File: config.mk
export PLATFORM = sky130hd
export DESIGN_NAME = extended_gcd_bezout
export DESIGN_NICKNAME = d
export VERILOG_FILES = /design/src/design/egcd_pkg.sv /design/src/design/egcd_seq.sv /design/src/design/extended_gcd_bezout.sv
export SDC_FILE = /design/constraint.sdc
export NUM_CORES = 1
export LEC_CHECK = 0
export BUFFER_PORTS_ARGS = -buffer_cell sky130_fd_sc_hd__buf_2
export CORE_ASPECT_RATIO = 0.75
export CORE_MARGIN = 2
export CORE_UTILIZATION = 60
export DETAILED_ROUTE_END_ITERATION = 16
export GPL_TIMING_DRIVEN = 0
export PLACE_DENSITY = 0.79
export SYNTH_ARGS = -nofsm -noshare
export SYNTH_HDL_FRONTEND = slang
export SYNTH_HIERARCHICAL = 1
export SYNTH_SLANG_ARGS = --single-unit
File: constraint.sdc
create_clock -name clk -period 17.4 [get_ports clk]
set_input_delay 2.61 -clock clk [delete_from_list [all_inputs] [get_ports clk]]
set_output_delay 2.61 -clock clk [all_outputs]
set_load 0.01 [all_outputs]
File: src/design/egcd_pkg.sv
// Types, microcode encoding and control store for the extended GCD engine.
`timescale 1ns / 1ps

package egcd_pkg;

  // Microprogram addresses
  typedef enum logic [2:0] {
    U_IDLE,
    U_TEST,
    U_DINIT,
    U_DSTEP,
    U_UPDATE,
    U_DONE
  } upc_t;

  // Datapath operations
  typedef enum logic [2:0] {
    OP_NOP,
    OP_LOAD,
    OP_DINIT,
    OP_DSTEP,
    OP_UPDATE,
    OP_EMIT
  } uop_t;

  // Jump conditions
  typedef enum logic [1:0] {
    JC_ALWAYS,
    JC_START,
    JC_RZERO,
    JC_NOTLAST
  } jcond_t;

  // One control word: operation, condition, taken target, fall-through target
  typedef struct packed {
    uop_t   op;
    jcond_t cond;
    upc_t   tgt;
    upc_t   alt;
  } ucode_t;

  // Datapath status seen by the sequencer
  typedef struct packed {
    logic start;
    logic r_zero;
    logic cnt_last;
  } egcd_flags_t;

  // Sequencer to datapath
  typedef struct packed {
    uop_t op;
    logic busy;
  } egcd_ctrl_t;

  // Control store
  function automatic ucode_t ucode_rom(input upc_t addr);
    ucode_t w;
    unique case (addr)
      U_IDLE:   w = '{op: OP_LOAD,   cond: JC_START,   tgt: U_TEST,   alt: U_IDLE};
      U_TEST:   w = '{op: OP_NOP,    cond: JC_RZERO,   tgt: U_DONE,   alt: U_DINIT};
      U_DINIT:  w = '{op: OP_DINIT,  cond: JC_ALWAYS,  tgt: U_DSTEP,  alt: U_DSTEP};
      U_DSTEP:  w = '{op: OP_DSTEP,  cond: JC_NOTLAST, tgt: U_DSTEP,  alt: U_UPDATE};
      U_UPDATE: w = '{op: OP_UPDATE, cond: JC_ALWAYS,  tgt: U_TEST,   alt: U_TEST};
      U_DONE:   w = '{op: OP_EMIT,   cond: JC_ALWAYS,  tgt: U_IDLE,   alt: U_IDLE};
      default:  w = '{op: OP_NOP,    cond: JC_ALWAYS,  tgt: U_IDLE,   alt: U_IDLE};
    endcase
    return w;
  endfunction

endpackage

File: src/design/egcd_seq.sv
// Microcode sequencer: program counter, control store lookup, conditional jumps.
`timescale 1ns / 1ps

module egcd_seq
  import egcd_pkg::*;
(
  input  logic        clk,
  input  logic        rst_n,
  input  egcd_flags_t flags,
  output egcd_ctrl_t  ctrl
);

  upc_t   upc_r, upc_nxt;
  ucode_t uword;
  logic   taken;

  assign uword = ucode_rom(upc_r);

  always_ff @(posedge clk) begin
    if (!rst_n) begin
      upc_r <= U_IDLE;
    end else begin
      upc_r <= upc_nxt;
    end
  end

  // next address
  always_comb begin
    unique case (uword.cond)
      JC_ALWAYS:  taken = 1'b1;
      JC_START:   taken = flags.start;
      JC_RZERO:   taken = flags.r_zero;
      JC_NOTLAST: taken = !flags.cnt_last;
      default:    taken = 1'b1;
    endcase
    upc_nxt = taken ? uword.tgt : uword.alt;
  end

  // control outputs
  always_comb begin
    ctrl.op   = uword.op;
    ctrl.busy = (upc_r != U_IDLE);
  end

endmodule

File: src/design/extended_gcd_bezout.sv
// Top level: extended Euclid engine with Bezout coefficients, microcoded control.
`timescale 1ns / 1ps

// Channel    Handshake              Payload
// ---------  ---------------------  ----------------------------------------------
// input      start & !busy          in_operand_a, in_operand_b (unsigned)
// result     out_valid (1 cycle)    out_divisor (unsigned), out_coeff_x/y (signed)
//
// One transaction at a time. Each Euclid step runs a restoring divider over all
// OPERAND_WIDTH dividend bits plus three control steps (init, update, zero test).
// out_valid is high one cycle; busy drops in that same cycle, so the next start
// can be taken while the result is shown. The receiver cannot stall.
// Synchronous active-low reset returns the sequencer to idle; data regs are not reset.

module extended_gcd_bezout
  import egcd_pkg::*;
#(
  parameter int OPERAND_WIDTH = 32
) (
  input  logic                            clk,
  input  logic                            rst_n,
  input  logic                            start,
  output logic                            busy,
  input  logic [OPERAND_WIDTH-1:0]        in_operand_a,
  input  logic [OPERAND_WIDTH-1:0]        in_operand_b,
  output logic                            out_valid,
  output logic [OPERAND_WIDTH-1:0]        out_divisor,
  output logic signed [OPERAND_WIDTH:0]   out_coeff_x,
  output logic signed [OPERAND_WIDTH:0]   out_coeff_y
);

  localparam int W     = OPERAND_WIDTH;
  localparam int CNT_W = $clog2(OPERAND_WIDTH + 1);

  egcd_flags_t flags;
  egcd_ctrl_t  ctrl;

  // remainder pair and coefficient pairs (coefficients mod 2^(W+1))
  logic [W-1:0] r_prev_r, r_cur_r;
  logic [W:0]   s_prev_r, s_cur_r, t_prev_r, t_cur_r;

  // divider state: partial remainder, dividend/quotient shifter, bit count
  logic [W-1:0]     rem_r, dvd_r;
  logic [CNT_W-1:0] cnt_r;
  // running q*s_cur and q*t_cur, built MSB-first as quotient bits come out
  logic [W:0]       acc_s_r, acc_t_r;

  logic [W-1:0]     out_div_r;
  logic [W:0]       out_x_r, out_y_r;
  logic             out_valid_r;

  logic [W:0] trial;
  logic       qbit;

  egcd_seq u_seq (
    .clk   (clk),
    .rst_n (rst_n),
    .flags (flags),
    .ctrl  (ctrl)
  );

  assign busy = ctrl.busy;

  always_comb begin
    flags.start    = start;
    flags.r_zero   = (r_cur_r == '0);
    flags.cnt_last = (cnt_r == CNT_W'(1));
  end

  // one restoring step: shift in next dividend bit, try subtracting divisor
  assign trial = {rem_r, dvd_r[W-1]} - {1'b0, r_cur_r};
  assign qbit  = !trial[W];

  always_ff @(posedge clk) begin
    unique case (ctrl.op)
      OP_LOAD: begin
        if (start) begin
          r_prev_r <= in_operand_a;
          r_cur_r  <= in_operand_b;
          s_prev_r <= (W+1)'(1);
          s_cur_r  <= '0;
          t_prev_r <= '0;
          t_cur_r  <= (W+1)'(1);
        end
      end
      OP_DINIT: begin
        rem_r   <= '0;
        dvd_r   <= r_prev_r;
        cnt_r   <= CNT_W'(W);
        acc_s_r <= '0;
        acc_t_r <= '0;
      end
      OP_DSTEP: begin
        rem_r   <= qbit ? trial[W-1:0] : {rem_r[W-2:0], dvd_r[W-1]};
        dvd_r   <= {dvd_r[W-2:0], qbit};
        cnt_r   <= cnt_r - CNT_W'(1);
        acc_s_r <= {acc_s_r[W-1:0], 1'b0} + (qbit ? s_cur_r : '0);
        acc_t_r <= {acc_t_r[W-1:0], 1'b0} + (qbit ? t_cur_r : '0);
      end
      OP_UPDATE: begin
        r_prev_r <= r_cur_r;
        r_cur_r  <= rem_r;
        s_prev_r <= s_cur_r;
        s_cur_r  <= s_prev_r - acc_s_r;
        t_prev_r <= t_cur_r;
        t_cur_r  <= t_prev_r - acc_t_r;
      end
      OP_EMIT: begin
        out_div_r <= r_prev_r;
        out_x_r   <= s_prev_r;
        out_y_r   <= t_prev_r;
      end
      default: begin
      end
    endcase
  end

  // result strobe: registered from the emit step, high in the cycle after it
  always_ff @(posedge clk) begin
    if (!rst_n) begin
      out_valid_r <= 1'b0;
    end else begin
      out_valid_r <= (ctrl.op == OP_EMIT);
    end
  end

  assign out_valid   = out_valid_r;
  assign out_divisor = out_div_r;
  assign out_coeff_x = $signed(out_x_r);
  assign out_coeff_y = $signed(out_y_r);

  // a result is only shown once the sequencer is back in idle
  a_valid_idle: assert property (@(posedge clk) disable iff (!rst_n)
    out_valid |-> !busy)
    else $error("result strobe while busy");

  // an accepted transaction keeps the engine busy on the next cycle
  a_accept_busy: assert property (@(posedge clk) disable iff (!rst_n)
    (start && !busy) |=> busy)
    else $error("accepted transaction did not start");

  // divider steps never run with an exhausted bit count
  a_dstep_cnt: assert property (@(posedge clk) disable iff (!rst_n)
    (ctrl.op == OP_DSTEP) |-> (cnt_r != '0))
    else $error("divider step with zero count");

  // gcd of zero only for both operands zero, where x is one
  a_zero_gcd: assert property (@(posedge clk) disable iff (!rst_n)
    (out_valid && (out_divisor == '0)) |-> (out_coeff_x == (W+1)'(1)))
    else $error("zero gcd with wrong coefficient");

endmodule

* Yosys cells after proc, flatten, opt, wreduce, memory -nomap -nowiden
Cells that the tools add are included.
** Storage, ports and cells
- Latch bits :: 0
- Memories kept :: 0
- Input bits :: 67
- Memory bits (read-only) :: 0
- Logic and storage cells :: 67
- Memory bits (writable) :: 0
- Register bits after elaboration :: 434
** Operators by class
- $mul :: 0
- Mux-type cells :: 21
- Bitwise gates (word level) :: 0
- Reduce and logical (&&, ||, !) cells :: 9
- Equal/unequal tests :: 15
- $lt $le $gt $ge :: 0
- Shift operators :: 0
- Div/mod/pow operators :: 0
- Add/subtract/negate cells :: 6
** Operator list (number)
- $pmux 33 s2 :: 6
- $pmux 32 s2 :: 4
- $mux 33 :: 4
- $mux 32 :: 3
- $add 33x33->33 :: 2
- $pmux 11 s6 :: 1
- $sub 33x33->33 :: 2
- $sub 33x32->33 :: 1
- $logic_not 32->1 :: 1
- $eq 3x2->1 const B :: 4
- $eq 3x3->1 const B :: 4
- $pmux 6 s2 :: 1
- $eq 3x1->1 const B :: 2
- $eq 6x1->1 const B :: 1
- $sub 6x1->6 const B :: 1
- $eq 2x2->1 const B :: 2
- $pmux 1 s4 :: 1
- $reduce_bool 2->1 :: 2
- $logic_not 3->1 :: 1
- $mux 3 :: 1
- $reduce_bool 3->1 :: 1
- $eq 2x1->1 const B :: 1
- $logic_not 1->1 :: 2
- $logic_not 2->1 :: 1
- other kinds (2) :: 2

* Logic depth before layout (Yosys ltp)
Gate-level depths: netlist of the first run.
- Depth after elaboration :: 5
- Depth in mapped cells :: 23
- Depth with buffers taken out :: 21

* Modules after synthesis
The synthesis of the first run kept the hierarchy.
** By module, submodules not included
- extended_gcd_bezout :: times used 1, cells each 2368, area each 24812.5 sq um
- egcd_seq :: times used 1, cells each 21, area each 173.9 sq um

* Worst setup path after synthesis of the first run
No wires, ideal clock.
- Path kind :: input to register
- From :: input start
- To :: register r_cur_r[0], enable pin
- Data arrival time :: 12.106 ns
- Setup slack :: 4.476 ns
- Required time :: 16.582 ns
- Stages :: 2
- Library setup time :: 0.818 ns
- Path through :: nand3b_1 a21oi_1
** Between the ends
- Word-level cells in the longest chain between the ends :: 2
** Ends and longest elaborated chain
- from (decl) :: RTL line extended_gcd_bezout.sv:22 : input logic start,
- $ne 2x2->1 (no source line)
- $reduce_and 2->1 (no source line)
- to (signal assigned) :: RTL line extended_gcd_bezout.sv:79 : r_cur_r <= in_operand_b;
- to (signal assigned) :: RTL line extended_gcd_bezout.sv:102 : r_cur_r <= rem_r;
- to (decl) :: RTL line extended_gcd_bezout.sv:39 : logic [W-1:0] r_prev_r, r_cur_r;
No other way between the ends.
A chain may end at the register's enable or synchronous reset.

* Worst setup path in the final report of the first run
- From :: register r_cur_r[0]
- To :: register acc_t_r[31] (data pin)
** Between the ends
- Word-level cells in the longest chain between the ends :: 4
** Ends and longest elaborated chain
- $sub 33x32->33 :: RTL line extended_gcd_bezout.sv:71 : assign trial = {rem_r, dvd_r[W-1]} - {1'b0, r_cur_r};
- $mux 33 :: RTL line extended_gcd_bezout.sv:98 : acc_t_r <= {acc_t_r[W-1:0], 1'b0} + (qbit ? t_cur_r : '0);
- $add 33x33->33 :: RTL line extended_gcd_bezout.sv:98
- $pmux 33 s2 :: RTL line extended_gcd_bezout.sv:75 : unique case (ctrl.op)
- to (signal assigned) :: RTL line extended_gcd_bezout.sv:98
- to (decl) :: RTL line extended_gcd_bezout.sv:46 : logic [W:0] acc_s_r, acc_t_r;
No other way between the ends.

==> results.ini, run 1 <==
[outcome]
status=completed

[power_and_ir_drop]
ir_drop_v=0.0000857
power.leakage_nw=11.9
power_density_nw_per_um2=107

[clock_network]
postCtsHoldBufs=0
clockRootBuffer=clkbuf_16
htreeDepth=2
clk_pin_slew_worst_paths_ns=0.07
cts_tree=built
cts_resized=0
numCtsBuffers=44
cts_buffer_depth=3
insertion_delay_ns=0.56
cts_sinks=434
post_cts_buffers=0

[route]
antenna_left=0
dr.pass1.iters=6
vias=19600
drc=0
drt_iter0_drc=2142
wl_microns=64600
avgViaCountPerCell=6.13
wl_per_cell_microns=20.2

[die]
io_pins=167
fp-row-count=64
die_h_microns=181
die_x_microns=240
initial_core_util_pct=61.1
die_area_sq_um=43300
core_area_sq_um=40900

[layout]
utilization_pct=68.9
fin_nets=2845
drive_above_1_share_pct=10.9
multi_input_area_sq_um=11100
final_common_cell=edfxtp_1
seqCellArea_sq_um=13000
diodes=0
area_growth_syn_to_layout_pct=12.9
final_cell_mix=edfxtp_1 (430), nand2_1 (330), nor2_1 (199), buf_2 (172), ha_1 (160)
num-fill-cells=3019

[worst_setup_path]
path_class=reg -> reg
r2r_end=acc_t_r[31]
critical-path-top-delay-family=compound AO/OA/AOI/OAI gates
path_cells=ha_1 -> fa_1 -> nor2b_1 -> o31a_1 -> o211ai_1 -> a21o_1 -> a21oi_1 -> o211ai_2 -> clkbuf_2 -> and2_1 -> ha_1 -> fa_1 -> a21o_1 -> a21o_1 -> and2_1 -> o221a_2 -> o2111ai_1 -> nand3_1 -> a41oi_1 -> xor2_1 -> nor2_1
r2r_slack_ns=10.92
ff2ff_path_depth=21
path_buf_inv=1
cp-end-kind=flop
worst_path_most_repeated_cell=a21o_1
crit_path_start_kind=flop
critPathRequiredTime_ns=17.70
crit_arrival_ns=6.78
crit_path_max_incr_delay_ns=0.47
slowest_stage=edfxtp_1
r2r-start=r_cur_r[0]
path_max_fanout=10

[worst_hold_path]
min_delay_path_depth=0
min_path_type=reg -> reg
min_to=out_divisor[3]
worstHoldStart=r_prev_r[3]

[job]
maxCapViolCount=0

[yosys]
synthCells=2389
async_flop_share_pct=0
ys_seq_elements=434
synthFlopType=edfxtp_1
syn_nets=2621
syn_area_per_cell_sq_um=10.5
synth_edf_count=430
ys_warn_count=6
synth.distinct_cells=75
netlist_area_sq_um=25000
ys_seq_area_share_pct=52.0

[sta]
finalHoldViolCount=0
finalClockSkew_ns=0.0143
fin_crit_sh_pct=37.3
max_slew_margin_pct=29.6
fin_crit_ns=6.48
slew_viol_final=0
fmax_ghz=0.154
rsz0062_at_grt=false
worst_pin_slew_ns=1.06
final-setup-viol-count=0
fin_tns_setup_ns=0

[place]
io_buffers=166
gp_congestion=1.01
place_hpwl_microns=47100

[global_route]
grt_start_max_net_pins=53
grt_pass1_wl_microns=101000
antenna_found_initial=0
grt_pass1_vias=18700
track_usage_pct=29.5
overflow=0

registers in the layout, summed over array words and instances, names as in the netlist, 32 cells and up:
signal / count
s_cur_r: 33
acc_s_r: 33
t_cur_r: 33
out_divisor: 32
out_coeff_x: 33
out_coeff_y: 33
t_prev_r: 33
s_prev_r: 33
acc_t_r: 33
dvd_r: 32
r_prev_r: 32
r_cur_r: 32
rem_r: 32
per-layer routing:
metal  track usage (%)  wire [microns]
met3              5.24            6150
met1              44.2           28600
met5                 0               0
met2              43.9           28000
met4              8.83            1780
area by class of cell:
type	count	area share, %
Inverter	135	1.80
Sequential cell	434	46.1
Multi-Input combinational cell	1732	39.5
Clock buffer	49	4.05
Buffer	88	1.31
Tap cell	561	2.49
Timing Repair Buffer	178	3.90
Clock inverter	26	0.887
through the flow:
step	cells	total power, mW	setup WS, ns	hold WS (ns)	cell area (sq um)
2_1_floorplan	2389	1.88	4.48	0.426	25000
3_3_place_gp	3116	2.05	0.104	0.430	26500
3_5_place_dp	3128	2.05	11.08	0.434	26800
4_1_cts	3203	3.00	11.04	0.448	28200
5_1_grt	3203	3.13	10.71	0.452	28200
6_report	3203	3.01	10.92	0.447	28200
power by group:
| part | total, mW | switching (mW) | leakage (nW) | internal (mW) |
|---|---|---|---|---|
| Clock | 0.948 | 0.405 | 0.689 | 0.543 |
| Sequential | 1.29 | 0.0449 | 4.08 | 1.24 |
| Combinational | 0.771 | 0.472 | 7.08 | 0.299 |
| Total | 3.01 | 0.922 | 11.9 | 2.09 |
cell families after synthesis:
family / Yosys count / share of synthesized area [%]
simple gates: 893 / 17.0
compound gates: 532 / 14.0
flops: 434 / 52.0
buf+inv: 223 / 3.50
fa+ha+maj: 165 / 8.41
xor+xnor: 113 / 3.96
mux: 29 / 1.18
cells in the mapped netlist (all sizes together), types with 7 or more instances:
library cell,count,area share (%)
o31a,9,0.32
a21boi,9,0.29
a21oi,132,2.6
a21o,91,2.7
nand2b,24,0.60
nand4,17,0.43
xor2,60,2.1
nor3b,12,0.36
nor2b,19,0.48
nand3,31,0.62
nor4,17,0.43
a211oi,24,0.72
o31ai,7,0.27
ha,160,8.0
nand2,330,5.0
or2,11,0.28
o21ai,122,2.4
inv,135,2.0
nor3,44,0.88
nand3b,9,0.27
o211ai,17,0.55
buf,10,0.29
edfxtp,430,52
and4,7,0.25
a31oi,19,0.48
o2111ai,7,0.25
o21a,23,0.69
xnor2,53,1.9
and3,19,0.48
clkbuf,78,1.2
o21bai,19,0.57
nor2,199,3.0
and2,137,3.4
mux2i,25,1.0
worst register-to-register path, delay by kind of cell (launching register included):
kind | cells | cell delay [ns]
AOI/OAI and AO/OA | 10 | 2.91
DFF | 1 | 0.47
buffers and inverters | 1 | 0.41
adders and majority gates | 4 | 1.38
xor gates and xnor gates | 1 | 0.16
and+or+nand+nor | 5 | 0.89
how the worst max path moves through the flow:
stage / slack [ns] / startpoint / cells past startpoint / end
detailed placement: 11.08 / r_cur_r[0] / 22 / acc_s_r[31]
finish: 10.92 / r_cur_r[0] / 21 / acc_t_r[31]
global route: 10.71 / r_cur_r[0] / 22 / acc_s_r[31]
CTS: 11.04 / r_cur_r[0] / 22 / acc_s_r[31]
floorplan: 4.48 / start / 2 / r_cur_r[0]
global placement: 0.10 / start / 3 / t_prev_r[11]
Note: power is estimated with default switching activity, not from simulation.
==> run 2, diff against run 1 <==
==> constraint.sdc (replaced) <==
create_clock -name clk -period 6.1 [get_ports clk]
set_input_delay 0.915 -clock clk [delete_from_list [all_inputs] [get_ports clk]]
set_output_delay 0.915 -clock clk [all_outputs]
set_load 0.01 [all_outputs]
==> results.ini, run 2 (synthesized netlist as in run 1, its figures left out) <==
[global_route]
antenna_found_initial=0  ; unchanged
grt_pass1_vias=18700  ; -0.10%
overflow=0  ; unchanged
grt_start_max_net_pins=112  ; +110%
grt_pass1_wl_microns=100000  ; -0.14%
use_met2_pct=43.3  ; -0.54 points
globalRoute.busiestLayer=met1
track_usage_pct=29.3  ; -0.14 points
grtUsageMet1_pct=44.6  ; +0.44 points
grt_use_met3_pct=4.57  ; -0.67 points

[place]
dp_slack_ns=-0.128  ; -11.20 ns
gp_congestion=1.00  ; -0.49%
place_hpwl_microns=46400  ; -1.6%
io_buffers=166  ; unchanged
dp_cells=3127  ; -0.032%
placed_area_sq_um=26800  ; -0.16%

[die]
core_area_sq_um=40900  ; unchanged
die_area_sq_um=43300  ; unchanged
die_h_microns=181  ; unchanged
initial_core_util_pct=61.1  ; unchanged
io_pins=167  ; unchanged
fp-row-count=64  ; unchanged
die_x_microns=240  ; unchanged

[power_and_ir_drop]
pwr-share-comb_pct=25.9  ; +0.3 points
power.switching_mw=2.64  ; +190%
clkPwrFrac_pct=31.4  ; about the same
seqPwrFrac_pct=42.7  ; about the same
p_int_mw=5.97  ; +190%
power.leakage_nw=11.9  ; +0.12%
ir_drop_v=0.000184  ; +110%
switching_share_pct=30.6  ; about the same
power_density_nw_per_um2=305  ; +190%

[route]
dr.pass1.iters=6  ; unchanged
antenna_left=0  ; unchanged
drt_iter0_drc=2141  ; -0.047%
wl_microns=64400  ; -0.17%
avgViaCountPerCell=6.15  ; +0.27%
wl_per_cell_microns=20.1  ; -0.32%
vias=19700  ; +0.42%
drc=0  ; unchanged

[outcome]
status=completed

[sta]
fin_crit_ns=5.97  ; -0.516 ns
finalHoldViolCount=0  ; unchanged
final-setup-viol-count=0  ; unchanged
rsz0062_at_grt=true
fin_ws_ns=0.133  ; -10.78 ns
finalClockSkew_ns=0.0200  ; +0.00570 ns
fin_crit_sh_pct=97.8  ; +61 points
fmax_ghz=0.168  ; +8.7%
slew_viol_final=0  ; unchanged
worst_pin_slew_ns=1.08  ; +0.0258 ns
max_slew_margin_pct=27.9  ; -1.7 points

[clock_network]
insertion_delay_ns=0.57  ; about the same
clockRootBuffer=clkbuf_16
htreeDepth=2  ; unchanged
numCtsBuffers=44  ; unchanged
cts_buffer_depth=3  ; unchanged
clk_pin_slew_worst_paths_ns=0.07  ; about the same
cts_tree=built
cts_sinks=434  ; unchanged

[layout]
drive_above_1_share_pct=11.1  ; +0.28 points
area_growth_syn_to_layout_pct=13.1
final_cell_mix=edfxtp_1 (430), nand2_1 (330), nor2_1 (199), buf_2 (172), ha_1 (160)
final_common_cell=edfxtp_1
seqCellArea_sq_um=13000  ; unchanged
utilization_pct=69.0  ; +0.12 points
stdcell_count=3208  ; +0.16%
multi_input_area_sq_um=11200  ; +0.40%
fin_nets=2849  ; +0.14%
final_area_sq_um=28300  ; +0.18%
num-fill-cells=3013  ; -0.20%
diodes=0  ; unchanged

[worst_setup_path]
path_max_fanout=10  ; unchanged
path_class=reg -> reg
critPathRequiredTime_ns=6.41  ; -11.29 ns
crit_path_start_kind=flop
crit_arrival_ns=6.27  ; -0.51 ns
cp-end-kind=flop

[worst_hold_path]
min_path_type=reg -> reg

[job]
maxCapViolCount=0  ; unchanged

[run 2: changes by cell type in the layout (fill, tap and decap cells not counted), moves of 2 or more]
cell and change:
a21oi_1 -2, o21ai_0 -2, clkinv_2 -3, o2111ai_1 -2, buf_4 +5, a21oi_2 +2
clkbuf_1 +4, buf_12 +4, clkinv_4 -2, o2111ai_2 +2, buf_16 -4
[run 2: cell type report]
type	count	area share, %
clock inverters	22	0.802
repair buffers	182	3.89
multi-input cells	1732	39.6
inverters	135	1.79
plain buffers	88	1.35
well taps	561	2.48
flip-flops and latches	434	46.0
clock buffers	54	4.11
[run 2: power groups by stage]
stage	clock, mW	combinational (mW)	sequential, mW
after floorplan	0	1.60	3.70
after global placement	0	2.01	3.76
after detailed placement	0	2.12	3.73
after CTS	2.73	2.15	3.67
after global routing	2.83	2.43	3.69
final	2.70	2.23	3.67
[run 2: metrics by stage]
stage / setup TNS, ns / total power [mW] / hold WS [ns]
CTS: 0 / 8.54 / 0.449
floorplan: 0 / 5.30 / 0.426
global route: -0.0340 / 8.96 / 0.469
finish: 0 / 8.61 / 0.445
global placement: -157.62 / 5.78 / 0.432
detailed placement: -0.441 / 5.85 / 0.434
[run 2: path summary, 6_finish.rpt]
path                     start  depth (start not counted)  slack, ns               to
setup / recovery    r_cur_r[0]                         21       0.13      acc_s_r[30]
hold / removal    r_prev_r[23]                          0       0.45  out_divisor[23]
setup reg to reg    r_cur_r[0]                         21       0.13      acc_s_r[30]
hold reg to reg   r_prev_r[23]                          0       0.45  out_divisor[23]
[run 2: critical path, stage by stage (launching register included)]
cell      delay [ns]
edfxtp_1        0.44
ha_1            0.27
fa_1            0.42
nor2b_1         0.19
o31a_1          0.24
o211ai_1        0.25
a21o_1          0.29
a2111o_1        0.48
o211ai_4        0.18
buf_12          0.17
buf_4           0.22
and2_1          0.21
ha_1            0.26
a211oi_1        0.30
o21ai_2         0.18
o311a_1         0.37
o211ai_1        0.25
nand2_1         0.12
a31o_2          0.28
a21o_1          0.23
a31oi_1         0.25
mux2i_1         0.10
[run 2: layer usage]
layer  routed length, microns  vias up
met5                        0        -
met4                     2010        0
met3                     6230      145
met2                    27800     1047
met1                    28400     9462
li1                         -     9064
[run 2: what timing repair did]
item,4_1_cts,5_1_grt
cloned,0,0
endpoints found under the setup margin,12,31
pin swaps,0,2
gates resized for setup,3,11
buffers inserted,0,5
hold buffers,0,0
==> run 3, diff against run 2 <==
--- a/config.mk
+++ b/config.mk
@@ -5,6 +5,7 @@
 export SDC_FILE = /design/constraint.sdc
 export NUM_CORES = 1
 export LEC_CHECK = 0
+export ABC_AREA = 1
 export BUFFER_PORTS_ARGS = -buffer_cell sky130_fd_sc_hd__buf_2
 export CORE_ASPECT_RATIO = 0.75
 export CORE_MARGIN = 2
==> results.ini, run 3 <==
[die]
die_h_microns=185  ; +2.2%
core_area_sq_um=43100  ; +5.3%
die_x_microns=245  ; +2.2%
io_pins=167  ; unchanged
fp-row-count=66  ; +3.1%
die_area_sq_um=45200  ; +4.4%
initial_core_util_pct=60.6  ; -0.51 points

[clock_network]
insertion_delay_ns=0.60  ; +0.03 ns
cts_tree=built
htreeDepth=2  ; unchanged
clockRootBuffer=clkbuf_16
cts_buffer_depth=3  ; unchanged
cts_sinks=434  ; unchanged
numCtsBuffers=44  ; unchanged
post_cts_buffers=0  ; unchanged
postCtsHoldBufs=0  ; unchanged
clk_pin_slew_worst_paths_ns=0.06  ; about the same
cts_resized=0  ; -3

[yosys]
synth.distinct_cells=49  ; -35%
ys_seq_elements=434  ; unchanged
synth_fa_ha_area_share_pct=8.05  ; -0.36 points
yosysTopAreaCellShare_pct=49.5  ; -2.2 points
syn_area_per_cell_sq_um=8.71  ; -17%
ys_seq_area_share_pct=49.8  ; -2.2 points
netlist_area_sq_um=26100  ; +4.5%
synthCells=2996  ; +25%
synth_area_leaders=edfxtp_1 (49%), nand2_1 (9.0%), ha_1 (7.7%)
synth_edf_count=430  ; unchanged
synthFlopType=edfxtp_1
synth_top_family_by_area=simple AND/OR/NAND/NOR gates
ys_warn_count=6  ; unchanged
synthTopCellsByCount=nand2_1 (623), nor2_1 (433), edfxtp_1 (430)
synth-compound-area-share_pct=13.2  ; -0.77 points
synth-simple-area-share_pct=20.9  ; +3.9 points
synthMostInstantiatedCell=nand2_1
synth_largest_area_cell=edfxtp_1
syn_nets=3228  ; +23%
synthMuxAreaShare_pct=0  ; -1.2 points
async_flop_share_pct=0  ; unchanged
synth-xor-area-share_pct=1.07  ; -2.9 points

[power_and_ir_drop]
p_total_mw=12.1  ; +41%
power.leakage_nw=12.7  ; +6.7%
ir_drop_v=0.000252  ; +37%
power_density_nw_per_um2=412  ; +35%

[route]
avgViaCountPerCell=5.88  ; -4.3%
drt_iter0_drc=2324  ; +8.5%
dr.pass1.iters=8  ; +2
vias=22600  ; +14%
wl_microns=75900  ; +18%
drc=0  ; unchanged
wl_per_cell_microns=19.8  ; -1.5%
antenna_left=0  ; unchanged

[worst_setup_path]
slowest_stage=o21ai_0
crit_path_start_kind=flop
critPathRequiredTime_ns=6.45  ; +0.04 ns
crit_arrival_ns=6.02  ; -0.25 ns
crit_path_max_incr_delay_ns=0.92  ; +0.44 ns
path_max_fanout=10  ; unchanged
cp-end-kind=flop
path_class=reg -> reg
worst_path_most_repeated_cell=nand2_1

[layout]
final_area_sq_um=29500  ; +4.2%
final_cell_mix=nand2_1 (623), nor2_1 (431), edfxtp_1 (430), inv_1 (398), a21oi_1 (288)
area_growth_syn_to_layout_pct=12.8
fin_nets=3455  ; +21%
drive_above_1_share_pct=9.95  ; -1.2 points
final_common_cell=nand2_1
num-fill-cells=3448  ; +14%
utilization_pct=68.3  ; -0.72 points

[outcome]
status=completed

[global_route]
grt_pass1_vias=21000  ; +13%
grt_start_max_net_pins=33  ; -71%
track_usage_pct=33.4  ; +4.0 points
overflow=0  ; unchanged
antenna_found_initial=3  ; +3
grt_pass1_wl_microns=116000  ; +15%

[sta]
fmax_ghz=0.176  ; +5.1%
final-setup-viol-count=0  ; unchanged
worst_pin_slew_ns=1.18  ; +0.101 ns
finalHoldViolCount=0  ; unchanged
finalClockSkew_ns=0.0304  ; +0.0103 ns
fin_crit_sh_pct=93.1  ; -4.8 points
slew_viol_final=0  ; unchanged
rsz0062_at_grt=false
fin_crit_ns=5.68  ; -0.290 ns
max_slew_margin_pct=21.1  ; -6.8 points

[place]
place_hpwl_microns=59000  ; +27%
placed_area_sq_um=28000  ; +4.6%
gp_congestion=0.988  ; -1.3%
io_buffers=166  ; unchanged

[worst_hold_path]
min_path_type=reg -> reg

[job]
maxCapViolCount=0  ; unchanged

-- run 3: cell count changes after synthesis, sizes merged, moves of 77 or more --
cell and change:
nor2 +277, o21ai +103, nand2 +303, inv +267
and2 -132, a21o -77, a21oi +159
-- run 3: routing by layer --
metal | GRT usage [%] | vias up | wire length [microns]
li1 | - | 10600 | -
met1 | 49.5 | 10600 | 34000
met5 | 0 | - | 13
met4 | 9.61 | 2 | 2060
met3 | 6.55 | 148 | 7750
met2 | 49.7 | 1188 | 32100
-- run 3: worst paths after layout --
check | cells after the start | to | from | slack [ns]
worst max register to register | 26 | acc_t_r[32] | r_cur_r[0] | 0.42
worst min register to register | 0 | out_divisor[2] | r_prev_r[2] | 0.45
worst min-delay path | 0 | out_divisor[2] | r_prev_r[2] | 0.45
worst max-delay path | 26 | acc_t_r[32] | r_cur_r[0] | 0.42
-- run 3: power by group --
group | internal (mW) | leakage (nW) | total (mW) | switching (mW)
combinational | 1.54 | 7.88 | 5.07 | 3.53
clock | 1.60 | 0.696 | 2.79 | 1.18
sequential | 3.99 | 4.09 | 4.26 | 0.274
total | 7.13 | 12.7 | 12.1 | 4.99
-- run 3: cell families (layout without fill, tap and decap cells) --
logic type | after synthesis | in the layout
compound gates | 628 | 628
simple gates | 1277 | 1277
fa+ha+maj | 165 | 165
flops | 434 | 434
xor+xnor | 32 | 32
other cells | 0 | 2
buf+inv | 460 | 720
-- run 3: cell type report --
cell class	count	area [sq um]	share of cell area [%]
sequential	434	13000	44.1
inverter	402	1510	5.13
clock buffer	53	1160	3.93
antenna	2	5.00	0.0170
multi-input combinational	2102	11300	38.4
tap	578	723	2.46
clock inverter	26	284	0.964
timing repair buffer	181	1150	3.92
buffer	58	310	1.05
-- run 3: critical path, delay by kind of cell, from the launching register on --
family                     cells  cell delay [ns]
and+or+nand+nor               18             2.38
buffers and inverters          4             0.60
adders and majority gates      3             1.07
AOI/OAI and AO/OA              1             0.92
DFF                            1             0.46
-- run 3: metrics by stage --
stage | cells | hold slack [ns] | setup WS, ns | setup TNS (ns)
detailed placement | 3755 | 0.434 | 0.821 | 0
floorplan | 2996 | 0.426 | 0.558 | 0
global placement | 3740 | 0.432 | -2.34 | -558.20
CTS | 3834 | 0.451 | 0.779 | 0
global route | 3836 | 0.454 | 0.298 | 0
finish | 3836 | 0.453 | 0.424 | 0
